**src/hdl/bcc_pkg.sv**
```systemverilog
package bcc_pkg;

  localparam int unsigned CFG_INDEX_W = 8;
  localparam int unsigned LIMIT_W     = 8;

  localparam logic [CFG_INDEX_W-1:0] CFG_LONG_HOLD  = CFG_INDEX_W'(0);
  localparam logic [CFG_INDEX_W-1:0] CFG_DOUBLE_GAP = CFG_INDEX_W'(1);

  localparam logic [LIMIT_W-1:0] LONG_HOLD_RESET  = 8'd200;
  localparam logic [LIMIT_W-1:0] DOUBLE_GAP_RESET = 8'd30;
  localparam logic [LIMIT_W-1:0] COUNT_MAX        = 8'hFF;

  typedef enum logic [1:0] {
    EV_NONE   = 2'd0,
    EV_SHORT  = 2'd1,
    EV_DOUBLE = 2'd2,
    EV_LONG   = 2'd3
  } event_t;

  typedef enum logic [1:0] {
    PH_IDLE    = 2'd0,
    PH_CONFIRM = 2'd1,
    PH_HOLD    = 2'd2,
    PH_RELEASE = 2'd3
  } phase_t;

endpackage

```
**src/hdl/button_click_classifier_core.sv**
```systemverilog
// Output: the event for a sample appears on the master side in the cycle after the
// sample's transaction, held in the output register until taken.
// Throughput: one sample per cycle unless an event waits untaken; the output
// register accepts a new sample in the same cycle that the prior event is taken.
// Reset: synchronous rst clears the debounce and double-click state, empties the
// output register and restores the limits to 200 and 30 ticks.
module button_click_classifier_core (
  input  logic                             clk,
  input  logic                             rst,
  input  logic                             s_tvalid,
  output logic                             s_tready,
  input  logic [7:0]                       s_tdata,   // [0] pressed, [7:1] zero
  output logic                             m_tvalid,
  input  logic                             m_tready,
  output logic [7:0]                       m_tdata,   // [1:0] event_res, [7:2] zero
  input  logic                             cfg_valid,
  output logic                             cfg_ready,
  input  logic [bcc_pkg::CFG_INDEX_W-1:0]  cfg_index,
  input  logic [bcc_pkg::LIMIT_W-1:0]      cfg_data
);
  import bcc_pkg::*;

  logic [LIMIT_W-1:0] long_hold_ticks;
  logic [LIMIT_W-1:0] double_gap_ticks;
  logic               awaiting_second;
  logic               awaiting_second_next;
  logic [LIMIT_W-1:0] gap_count;
  logic [LIMIT_W-1:0] gap_count_next;
  logic [LIMIT_W-1:0] gap_inc;
  event_t             ev;
  event_t             res;
  event_t             res_q;
  logic               accept;

  assign cfg_ready = 1'b1;
  assign s_tready  = !m_tvalid || m_tready;
  assign accept    = s_tvalid && s_tready;
  assign m_tdata   = {6'd0, res_q};

  always_ff @(posedge clk) begin
    if (rst) begin
      long_hold_ticks  <= LONG_HOLD_RESET;
      double_gap_ticks <= DOUBLE_GAP_RESET;
    end else if (cfg_valid && cfg_ready) begin
      if (cfg_index == CFG_LONG_HOLD) long_hold_ticks <= cfg_data;
      if (cfg_index == CFG_DOUBLE_GAP) double_gap_ticks <= cfg_data;
    end
  end

  bcc_debounce u_debounce (
    .clk             (clk),
    .rst             (rst),
    .step            (accept),
    .down            (s_tdata[0]),
    .long_hold_ticks (long_hold_ticks),
    .ev              (ev)
  );

  assign gap_inc = (gap_count == COUNT_MAX) ? gap_count : gap_count + LIMIT_W'(1);

  always_comb begin
    awaiting_second_next = awaiting_second;
    gap_count_next       = gap_count;
    res                  = EV_NONE;
    if (!awaiting_second) begin
      if (ev == EV_SHORT) begin
        gap_count_next       = '0;
        awaiting_second_next = 1'b1;
      end else begin
        res = ev;
      end
    end else if (ev == EV_SHORT) begin
      res                  = EV_DOUBLE;
      awaiting_second_next = 1'b0;
    end else begin
      gap_count_next = gap_inc;
      if (gap_inc >= double_gap_ticks) begin
        res                  = EV_SHORT;
        awaiting_second_next = 1'b0;
      end
    end
  end

  always_ff @(posedge clk) begin
    if (rst) begin
      awaiting_second <= 1'b0;
      gap_count       <= '0;
      m_tvalid        <= 1'b0;
    end else begin
      if (accept) begin
        awaiting_second <= awaiting_second_next;
        gap_count       <= gap_count_next;
        m_tvalid        <= 1'b1;
      end else if (m_tready) begin
        m_tvalid <= 1'b0;
      end
    end
  end

  always_ff @(posedge clk) begin
    if (accept) res_q <= res;
  end

  a_double_after_second_short: assert property (@(posedge clk) disable iff (rst)
    (accept && awaiting_second && ev == EV_SHORT) |=> (m_tvalid && res_q == EV_DOUBLE))
    else $error("second short inside the window did not give a double event");

  a_first_short_held: assert property (@(posedge clk) disable iff (rst)
    (accept && !awaiting_second && ev == EV_SHORT) |=> (awaiting_second && res_q == EV_NONE))
    else $error("first short was not held back");

  a_stall_only_when_full: assert property (@(posedge clk) disable iff (rst)
    !s_tready |-> (m_tvalid && !m_tready))
    else $error("input stalled while the output register could take a transaction");

endmodule

```
**src/hdl/bcc_debounce.sv**
```systemverilog
module bcc_debounce (
  input  logic                         clk,
  input  logic                         rst,
  input  logic                         step,
  input  logic                         down,
  input  logic [bcc_pkg::LIMIT_W-1:0]  long_hold_ticks,
  output bcc_pkg::event_t              ev
);
  import bcc_pkg::*;

  phase_t               phase;
  phase_t               phase_next;
  logic [LIMIT_W-1:0]   hold_count;
  logic [LIMIT_W-1:0]   hold_count_next;
  logic [LIMIT_W-1:0]   hold_inc;

  always_ff @(posedge clk) begin
    if (rst) begin
      phase      <= PH_IDLE;
      hold_count <= '0;
    end else if (step) begin
      phase      <= phase_next;
      hold_count <= hold_count_next;
    end
  end

  assign hold_inc = (hold_count == COUNT_MAX) ? hold_count : hold_count + LIMIT_W'(1);

  always_comb begin
    phase_next      = phase;
    hold_count_next = hold_count;
    ev              = EV_NONE;
    unique case (phase)
      PH_IDLE: begin
        if (down) phase_next = PH_CONFIRM;
      end
      PH_CONFIRM: begin
        if (down) begin
          hold_count_next = '0;
          phase_next      = PH_HOLD;
        end else begin
          phase_next = PH_IDLE;
        end
      end
      PH_HOLD: begin
        if (!down) begin
          ev         = EV_SHORT;
          phase_next = PH_IDLE;
        end else begin
          hold_count_next = hold_inc;
          if (hold_inc >= long_hold_ticks) begin
            ev         = EV_LONG;
            phase_next = PH_RELEASE;
          end
        end
      end
      PH_RELEASE: begin
        if (!down) phase_next = PH_IDLE;
      end
      default: begin
        phase_next = PH_IDLE;
      end
    endcase
  end

endmodule
```
**config.mk**
```make
export PLATFORM = sky130hd
export DESIGN_NAME = button_click_classifier_core
export DESIGN_NICKNAME = d
export VERILOG_FILES = /design/src/hdl/bcc_pkg.sv /design/src/hdl/button_click_classifier_core.sv /design/src/hdl/bcc_debounce.sv
export SDC_FILE = /design/constraint.sdc
export NUM_CORES = 1
export LEC_CHECK = 0
export BUFFER_PORTS_ARGS = -buffer_cell sky130_fd_sc_hd__buf_2
export CORE_MARGIN = 1
export CORE_UTILIZATION = 45
export CTS_BUF_LIST = sky130_fd_sc_hd__clkbuf_2
export DETAILED_ROUTE_END_ITERATION = 8
export HOLD_SLACK_MARGIN = 0.05
export PLACE_DENSITY_LB_ADDON = 0.2
export SLEW_MARGIN = 30
export SYNTH_ARGS = -nofsm -noshare
export SYNTH_HDL_FRONTEND = slang
export SYNTH_SLANG_ARGS = --single-unit
```
**constraint.sdc**
```tcl
create_clock -name clk -period 4.8 [get_ports clk]
set_clock_uncertainty 0.2 [all_clocks]
set_input_delay 0.48 -clock clk [delete_from_list [all_inputs] [get_ports clk]]
set_output_delay 0.48 -clock clk [all_outputs]
set_load 0.01 [all_outputs]
```
==> flow_summary.rst, run 1 <==
.. list-table::
   :header-rows: 1

   * - Metric
     - Value
   * - Aggregate negative setup slack
     - 0 ps
   * - First-pass GRT wire length
     - 9490 um
   * - Most frequent cell after synthesis
     - sky130_fd_sc_hd__dfxtp_1
   * - Post-synthesis cell count
     - just under 300
   * - Pwr dens
     - about 190 mW/mm^2
   * - Storage cell area
     - ~780 sq um
   * - Post-Syn Area per Cell
     - between 8 and 9 sq um
   * - Portion of the post-synthesis area used by sequential elements
     - between 30% and 40%
   * - Leakage power figure
     - between 1 and 1.5 nW
   * - CP Cell Sequence
     - ha_1 > nand4_1 > nor2_1 > xor2_1 > ha_1 > nand2b_1 > a2111o_1 > a2111oi_0 > a211oi_1
   * - Average wire length per cell after detail routing
     - between 10 and 15 um
   * - Via count
     - ~2.2k
   * - Pins over their slew limit
     - 0
   * - Tightest Pin Transition
     - 783 ps
   * - Number of optimization iterations in the first detailed-route pass
     - 4
   * - Cell Count Post-Placement
     - 378
   * - Most common cell type on the critical path
     - sky130_fd_sc_hd__ha_1
   * - Standard cell core area
     - approximately 0.0052 sq mm
   * - Kind of start point of the critical path
     - flip-flop
   * - H-tree depth
     - 2
   * - Clk Tree Root Cell
     - sky130_fd_sc_hd__clkbuf_2
   * - Overall power of the completed layout
     - between 500 and 600 uW
   * - Upper clock frequency limit
     - 298 MHz
   * - Number of buffers inserted by port buffering
     - 25
   * - Detailed-route DRC error count
     - 0
   * - DP Wirelength
     - just over 4000 um
   * - Combined area of all synthesized cells
     - ~0.0025 sq mm
   * - Slowest CP cell
     - sky130_fd_sc_hd__dfxtp_1
   * - Quantity of hold-fixing buffers added after cts
     - 0
   * - Data required time of the worst path
     - ~4800 ps
   * - Max-cap check violation count
     - 0
   * - Initial antenna violation count
     - 0
   * - Final Hold Violating Endpoints
     - 0
   * - Clock transition at the registers of the reported paths
     - around 210 ps
   * - Delay of the slowest critical-path stage
     - approximately 450 ps
   * - Final weighted congestion in routability-driven placement
     - 0.892
   * - Worst skew pair latency
     - 400 ps
   * - Layout fillers
     - just over 500
   * - Floorplan die width
     - just under 80 um
   * - Final non-filler cell area
     - ~0.0027 sq mm
   * - Top cells by count, synth
     - sky130_fd_sc_hd__dfxtp_1 (36), sky130_fd_sc_hd__nand2_1 (28), sky130_fd_sc_hd__nor2_1 (23), sky130_fd_sc_hd__ha_1 (18), sky130_fd_sc_hd__inv_1 (17)
   * - Die H
     - 76.9 um
   * - Growth of design area from synthesis to finish
     - 6.25%
   * - Top cell type by total area after synthesis
     - sky130_fd_sc_hd__dfxtp_1
   * - Non-filler cells, final
     - between 300 and 400
   * - Buffer levels on the longest clock path
     - 2
   * - Type of the worst min-delay path
     - in2reg
   * - Crit path max fanout
     - 7
   * - Area of the die
     - around 0.0059 sq mm
   * - Leading cell types by total area after synthesis
     - sky130_fd_sc_hd__dfxtp_1 (29%), sky130_fd_sc_hd__ha_1 (8.9%), sky130_fd_sc_hd__nand2_1 (4.2%)
   * - # Post-CTS Setup Buffers
     - 0
   * - Total area of multi-input combinational cells
     - roughly 0.0016 sq mm
   * - Diode insertion count for antenna repair
     - 0
   * - Starting utilization of the core area
     - between 40% and 50%
   * - Fraction of post-synthesis cell area in the top cell type by area
     - ~29%
   * - WP buf/inv
     - 0
   * - Min Tclk post-route
     - between 3000 and 4000 ps
   * - Critical path class
     - reg2reg
   * - Initial DRC count
     - 109
   * - Kind of cell adding the most delay to the critical path
     - compound AO/OA/AOI/OAI gates
   * - Number of clock buffers inserted by TritonCTS
     - 5
   * - Post-route fraction of the period consumed by the critical path
     - a little over two thirds
   * - Number of gates resized after cts
     - 0
   * - Clock tree from TritonCTS
     - done
   * - Maximum number of pins on one net before global-route repair
     - 27
   * - Fraction of layout instances using a drive strength above 1
     - approximately 15%
   * - Share of async-settable or async-resettable flops after synthesis
     - 0%
   * - Drt via density
     - roughly 5.6
   * - Max transition margin
     - 47.7%
   * - Routed wire length
     - about 5500 um
   * - Worst vdd rail ir drop
     - about 120 uV
   * - Count of standard-cell rows
     - 26
   * - Number of enable-type register cells in the synthesized netlist
     - 2
   * - CTS sink cnt
     - 38
   * - Synthesis Warnings
     - 0
   * - Synth unique cells
     - between 60 and 70
   * - Primary FF master, synth
     - sky130_fd_sc_hd__dfxtp_1
   * - GRT Residual Overflow
     - 0
   * - Final worst hold slack
     - roughly 120 ps
   * - Remaining antenna violation count
     - 0
   * - Arrival time of the worst setup path
     - roughly 3300 ps
   * - Setup repair after global routing missed its margin
     - no
   * - Final-stage net count
     - between 300 and 400
   * - Area after detailed placement
     - roughly 0.0026 sq mm
   * - Run status
     - finished clean
   * - Number of synthesized register bits
     - 38
   * - Setup violators final
     - 0
   * - GRT Util Overall
     - about 20%
   * - Capturing element type of the critical path
     - flip-flop
   * - Ports placed on the boundary
     - 40
   * - Vias in the first global route
     - a little under 2k
## routing by layer
metal  part of all wire, %  global-route usage (%)
met1                    49                    26.7
met2                    47                    32.7
met3                   3.5                    3.57
met4                   1.1                    5.77
met5                     0                       0
## path summary, 6_finish.rpt
path                            start                        to  slack (ps)  cells after the start
max          u_debounce.hold_count[0]                  res_q[1]        1440                      9
min                       cfg_data[7]        long_hold_ticks[7]         120                      3
max reg2reg  u_debounce.hold_count[0]                  res_q[1]        1440                      9
min reg2reg  u_debounce.hold_count[6]  u_debounce.hold_count[6]         320                      2
## through the flow
stage                     util (%)  setup WS [ps]
after floorplan                  -           1770
after global placement        50.3           1420
after detailed placement      50.5           1450
after CTS                     51.2           1440
after global routing          51.2           1140
final                         51.2           1440
## power by group
group          switching (mW)  total, mW  internal (mW)
clock                   0.113      0.149         0.0358
sequential            0.00431      0.326          0.322
combinational          0.0311     0.0471         0.0160
total                   0.148      0.522          0.373
## sequential cells by signal (all words and copies together), names as in the netlist
register               count
u_debounce.hold_count      8
u_debounce.phase           2
res_q                      2
double_gap_ticks           8
awaiting_second            1
long_hold_ticks            8
gap_count                  8
m_tvalid                   1
## cells by family (layout without fill, tap and decap cells)
| family | after synthesis | count (layout) | share of synthesized area, % |
|---|---|---|---|
| XOR/XNOR | 9 | 9 | 3.42 |
| adder cells (fa/ha/maj) | 18 | 18 | 8.92 |
| AND/OR/NAND/NOR | 110 | 110 | 24.5 |
| flip-flops | 38 | 38 | 30.9 |
| AO/OA/AOI/OAI | 68 | 68 | 19.1 |
| other | 2 | 7 | 0.298 |
| buffers and inverters | 41 | 54 | 7.93 |
| multiplexers | 12 | 12 | 4.91 |
## placed cells by master, fill, tap and decap left out, types with 5 or more instances in the layout
master                     netlist  routed
sky130_fd_sc_hd__o21ai_0         6       6
sky130_fd_sc_hd__nand3_1         5       5
sky130_fd_sc_hd__mux2i_1         9       9
sky130_fd_sc_hd__and3_1          7       7
sky130_fd_sc_hd__conb_1          2       7
sky130_fd_sc_hd__a21oi_1        13      13
sky130_fd_sc_hd__inv_1          17      17
sky130_fd_sc_hd__nor2b_1         5       5
sky130_fd_sc_hd__o211ai_1        9       9
sky130_fd_sc_hd__a211oi_1        5       5
sky130_fd_sc_hd__nand2_1        28      28
sky130_fd_sc_hd__nor2_1         23      23
sky130_fd_sc_hd__clkbuf_2        0       6
sky130_fd_sc_hd__dfxtp_1        36      36
sky130_fd_sc_hd__ha_1           18      18
sky130_fd_sc_hd__buf_2           1      25
sky130_fd_sc_hd__nand4_1        12      12
## final cells by class
type,count,area share (%)
multi-input combinational,224,58.6
sequential,38,29.1
timing repair buffer,25,4.67
tap,70,3.27
inverter,21,2.94
clock buffer,6,1.12
clock inverter,2,0.327
## worst register-to-register path: stages, from the launching register on
cell and delay [ps]:
sky130_fd_sc_hd__dfxtp_1 450, sky130_fd_sc_hd__ha_1 270, sky130_fd_sc_hd__nand4_1 210, sky130_fd_sc_hd__nor2_1 410
sky130_fd_sc_hd__xor2_1 220, sky130_fd_sc_hd__ha_1 250, sky130_fd_sc_hd__nand2b_1 140, sky130_fd_sc_hd__a2111o_1 420
sky130_fd_sc_hd__a2111oi_0 430, sky130_fd_sc_hd__a211oi_1 100
(Power assumes the default switching activity.)
==> run 2, diff against run 1 <==
==> constraint.sdc (replaced) <==
create_clock -name clk -period 3.02 [get_ports clk]
set_clock_uncertainty 0.2 [all_clocks]
set_input_delay 0.302 -clock clk [delete_from_list [all_inputs] [get_ports clk]]
set_output_delay 0.302 -clock clk [all_outputs]
set_load 0.01 [all_outputs]
==> flow_summary.rst, run 2 (synthesis gave the netlist of run 1 again) <==
.. list-table::
   :header-rows: 1

   * - Metric
     - Value
   * - Tightest Pin Transition
     - 822 ps (+39.1 ps)
   * - Setup repair after global routing missed its margin
     - yes
   * - Remaining antenna violation count
     - 0 (unchanged)
   * - Floorplan die width
     - 76.9 um (unchanged)
   * - Pins over their slew limit
     - 0 (unchanged)
   * - GRT Util Overall
     - 20.5% (+0.53 points)
   * - Part of the power in combinational logic
     - 9.4% (+0.4 points)
   * - Run status
     - finished clean
   * - First-pass GRT wire length
     - 9570 um (+0.80%)
   * - Number of buffers inserted by port buffering
     - 25 (unchanged)
   * - Maximum number of pins on one net before global-route repair
     - 27 (unchanged)
   * - Kind of start point of the critical path
     - flip-flop
   * - Switching Share
     - 25.6% (-2.8 points)
   * - Critical path class
     - reg2reg
   * - Capturing element type of the critical path
     - flip-flop
   * - Total area of multi-input combinational cells
     - 0.00158 sq mm (+0.72%)
   * - DP Wirelength
     - 4200 um (+2.5%)
   * - Number of clock buffers inserted by TritonCTS
     - 5 (unchanged)
   * - Final Hold Violating Endpoints
     - 0 (unchanged)
   * - Area of the die
     - 0.00591 sq mm (unchanged)
   * - Final-stage net count
     - 387 (+6.9%)
   * - Global-route met3 utilization
     - 4.05% (+0.48 points)
   * - Routed wire length
     - 5810 um (+5.0%)
   * - Setup violators final
     - 0 (unchanged)
   * - Growth of design area from synthesis to finish
     - 16.0%
   * - Number of gates on the worst path with buffers counted
     - 10 (+1)
   * - Upper clock frequency limit
     - 348 MHz (+17%)
   * - Number of optimization iterations in the first detailed-route pass
     - 4 (unchanged)
   * - Layout fillers
     - 502 (-2.7%)
   * - Drt via density
     - 5.54 (-1.8%)
   * - Launch instance of the worst min-delay path
     - cfg_index[4]
   * - Layer with the highest usage
     - met2
   * - Count of standard-cell rows
     - 26 (unchanged)
   * - Detailed-route DRC error count
     - 0 (unchanged)
   * - Final weighted congestion in routability-driven placement
     - 0.825 (-7.5%)
   * - Clock tree from TritonCTS
     - done
   * - Die H
     - 76.9 um (unchanged)
   * - Fraction of layout instances using a drive strength above 1
     - 19.1% (+4.6 points)
   * - Crit path max fanout
     - 7 (unchanged)
   * - Ports placed on the boundary
     - 40 (unchanged)
   * - R2R cell count
     - 10 (+1)
   * - Max-cap check violation count
     - 0 (unchanged)
   * - Vias in the first global route
     - 2017 (+1.4%)
   * - Buffer levels on the longest clock path
     - 2 (unchanged)
   * - Highest-count cells in the layout ignoring fill and taps
     - sky130_fd_sc_hd__dfxtp_1 (34), sky130_fd_sc_hd__nand2_1 (28), sky130_fd_sc_hd__buf_2 (25)
   * - Aggregate negative setup slack
     - 0 ps (unchanged)
   * - Type of the worst min-delay path
     - in2reg
   * - Average wire length per cell after detail routing
     - 14.2 um (-1.1%)
   * - Post-route fraction of the period consumed by the critical path
     - 95.0% (+25 points)
   * - Initial DRC count
     - 108 (-0.92%)
   * - Share of total power in the clock network
     - 33.8% (+5.3 points)
   * - WHS Path Cells
     - 3 (unchanged)
   * - Met1 usage in global routing
     - 26.8% (+0.054 points)
   * - Delay of the slowest critical-path stage
     - 460 ps (about the same)
   * - CP Cell Sequence
     - ha_1 > nand3_1 > nor2_1 > xnor2_1 > ha_1 > nand2b_1 > a2111oi_1 > buf_4 > o31ai_1 > o2bb2ai_1
   * - Diode insertion count for antenna repair
     - 0 (unchanged)
   * - Arrival time of the worst setup path
     - 2820 ps (-490 ps)
   * - Most common cell type on the critical path
     - sky130_fd_sc_hd__ha_1
   * - Clk Tree Root Cell
     - sky130_fd_sc_hd__clkbuf_2
   * - H-tree depth
     - 2 (unchanged)
   * - Internal power contribution
     - 679 uW (+82%)
   * - Worst vdd rail ir drop
     - 211 uV (+80%)
   * - Clock transition at the registers of the reported paths
     - 210 ps (about the same)
   * - WP buf/inv
     - 1 (+1)
   * - Met2 routing resource usage after global routing
     - 33.4% (+0.71 points)
   * - Via count
     - 2270 (+4.3%)
   * - R2r startpoint
     - gap_count[0]
   * - Leakage power figure
     - 1.22 nW (+12%)
   * - CTS sink cnt
     - 38 (unchanged)
   * - Standard cell core area
     - 0.00524 sq mm (unchanged)
   * - Initial antenna violation count
     - 0 (unchanged)
   * - GRT Residual Overflow
     - 0 (unchanged)
   * - Register share of total power
     - 56.8% (-5.7 points)
   * - Max transition margin
     - 45.1% (-2.6 points)
   * - Area after detailed placement
     - 0.00274 sq mm (+3.7%)
   * - Data required time of the worst path
     - 2970 ps (-1780 ps)
   * - Most common cell after layout, fill and taps aside
     - sky130_fd_sc_hd__dfxtp_1
   * - Utilization after layout
     - 55.9% (+4.7 points)
   * - Starting utilization of the core area
     - 48.2% (unchanged)
   * - Worst skew pair latency
     - 410 ps (about the same)
   * - Kind of cell adding the most delay to the critical path
     - compound AO/OA/AOI/OAI gates
   * - Overall power of the completed layout
     - 912 uW (+75%)
   * - Final non-filler cell area
     - 0.00293 sq mm (+9.2%)
   * - Storage cell area
     - 783 sq um (+0.32%)
   * - Slowest CP cell
     - sky130_fd_sc_hd__a2111oi_1
   * - Min Tclk post-route
     - 2870 ps (-487 ps)
   * - Pwr dens
     - 311 mW/mm^2 (+60%)
   * - Critical path launch point
     - gap_count[0]
   * - NetSw
     - 233 uW (+57%)
[run 2: timing repair]
item	in CTS	in global routing
buffers inserted	0	1
hold buffers	10	0
endpoints found under the setup margin	0	2
hold endpoints to repair	18	0
resized for setup	0	7
[run 2: worst paths after layout]
check / end / slack, ps
max: res_q[0] / 150
min: double_gap_ticks[4] / 110
max reg2reg: res_q[0] / 150
min reg2reg: u_debounce.hold_count[6] / 320
[run 2: cell type report]
type / count / share of cell area (%)
multi-input combinational: 224 / 54.0
sequential: 38 / 26.8
timing repair buffer: 50 / 11.5
tap: 70 / 2.99
inverter: 21 / 2.69
clock inverter: 2 / 1.15
clock buffer: 5 / 0.855
[run 2: per-stage QoR]
step / setup slack, ps / hold slack, ps / cells
finish: 150 / 106 / 410
global route: -7.47 / 72.2 / 410
CTS: 0.176 / 82.3 / 409
detailed placement: 56.9 / 282 / 392
global placement: 95.1 / 273 / 392
floorplan: 57.2 / 241 / 303
[run 2: layer usage]
metal	wire, um	vias to the layer above
li1	-	1168
met1	2770	1050
met2	2710	42
met3	211	10
met4	108	0
met5	0	-
[run 2: worst register-to-register path, stage by stage (launching register included)]
cell,delay (ps)
sky130_fd_sc_hd__dfxtp_1,380
sky130_fd_sc_hd__ha_1,260
sky130_fd_sc_hd__nand3_1,150
sky130_fd_sc_hd__nor2_1,180
sky130_fd_sc_hd__xnor2_1,170
sky130_fd_sc_hd__ha_1,270
sky130_fd_sc_hd__nand2b_1,140
sky130_fd_sc_hd__a2111oi_1,460
sky130_fd_sc_hd__buf_4,190
sky130_fd_sc_hd__o31ai_1,60
sky130_fd_sc_hd__o2bb2ai_1,140
[run 2: power groups by stage]
stage	logic (mW)	registers, mW	clock network, mW
global route	0.0932	0.519	0.344
floorplan	0.0510	0.526	0
finish	0.0860	0.518	0.308
CTS	0.0849	0.517	0.318
global placement	0.0746	0.527	0
detailed placement	0.0745	0.527	0
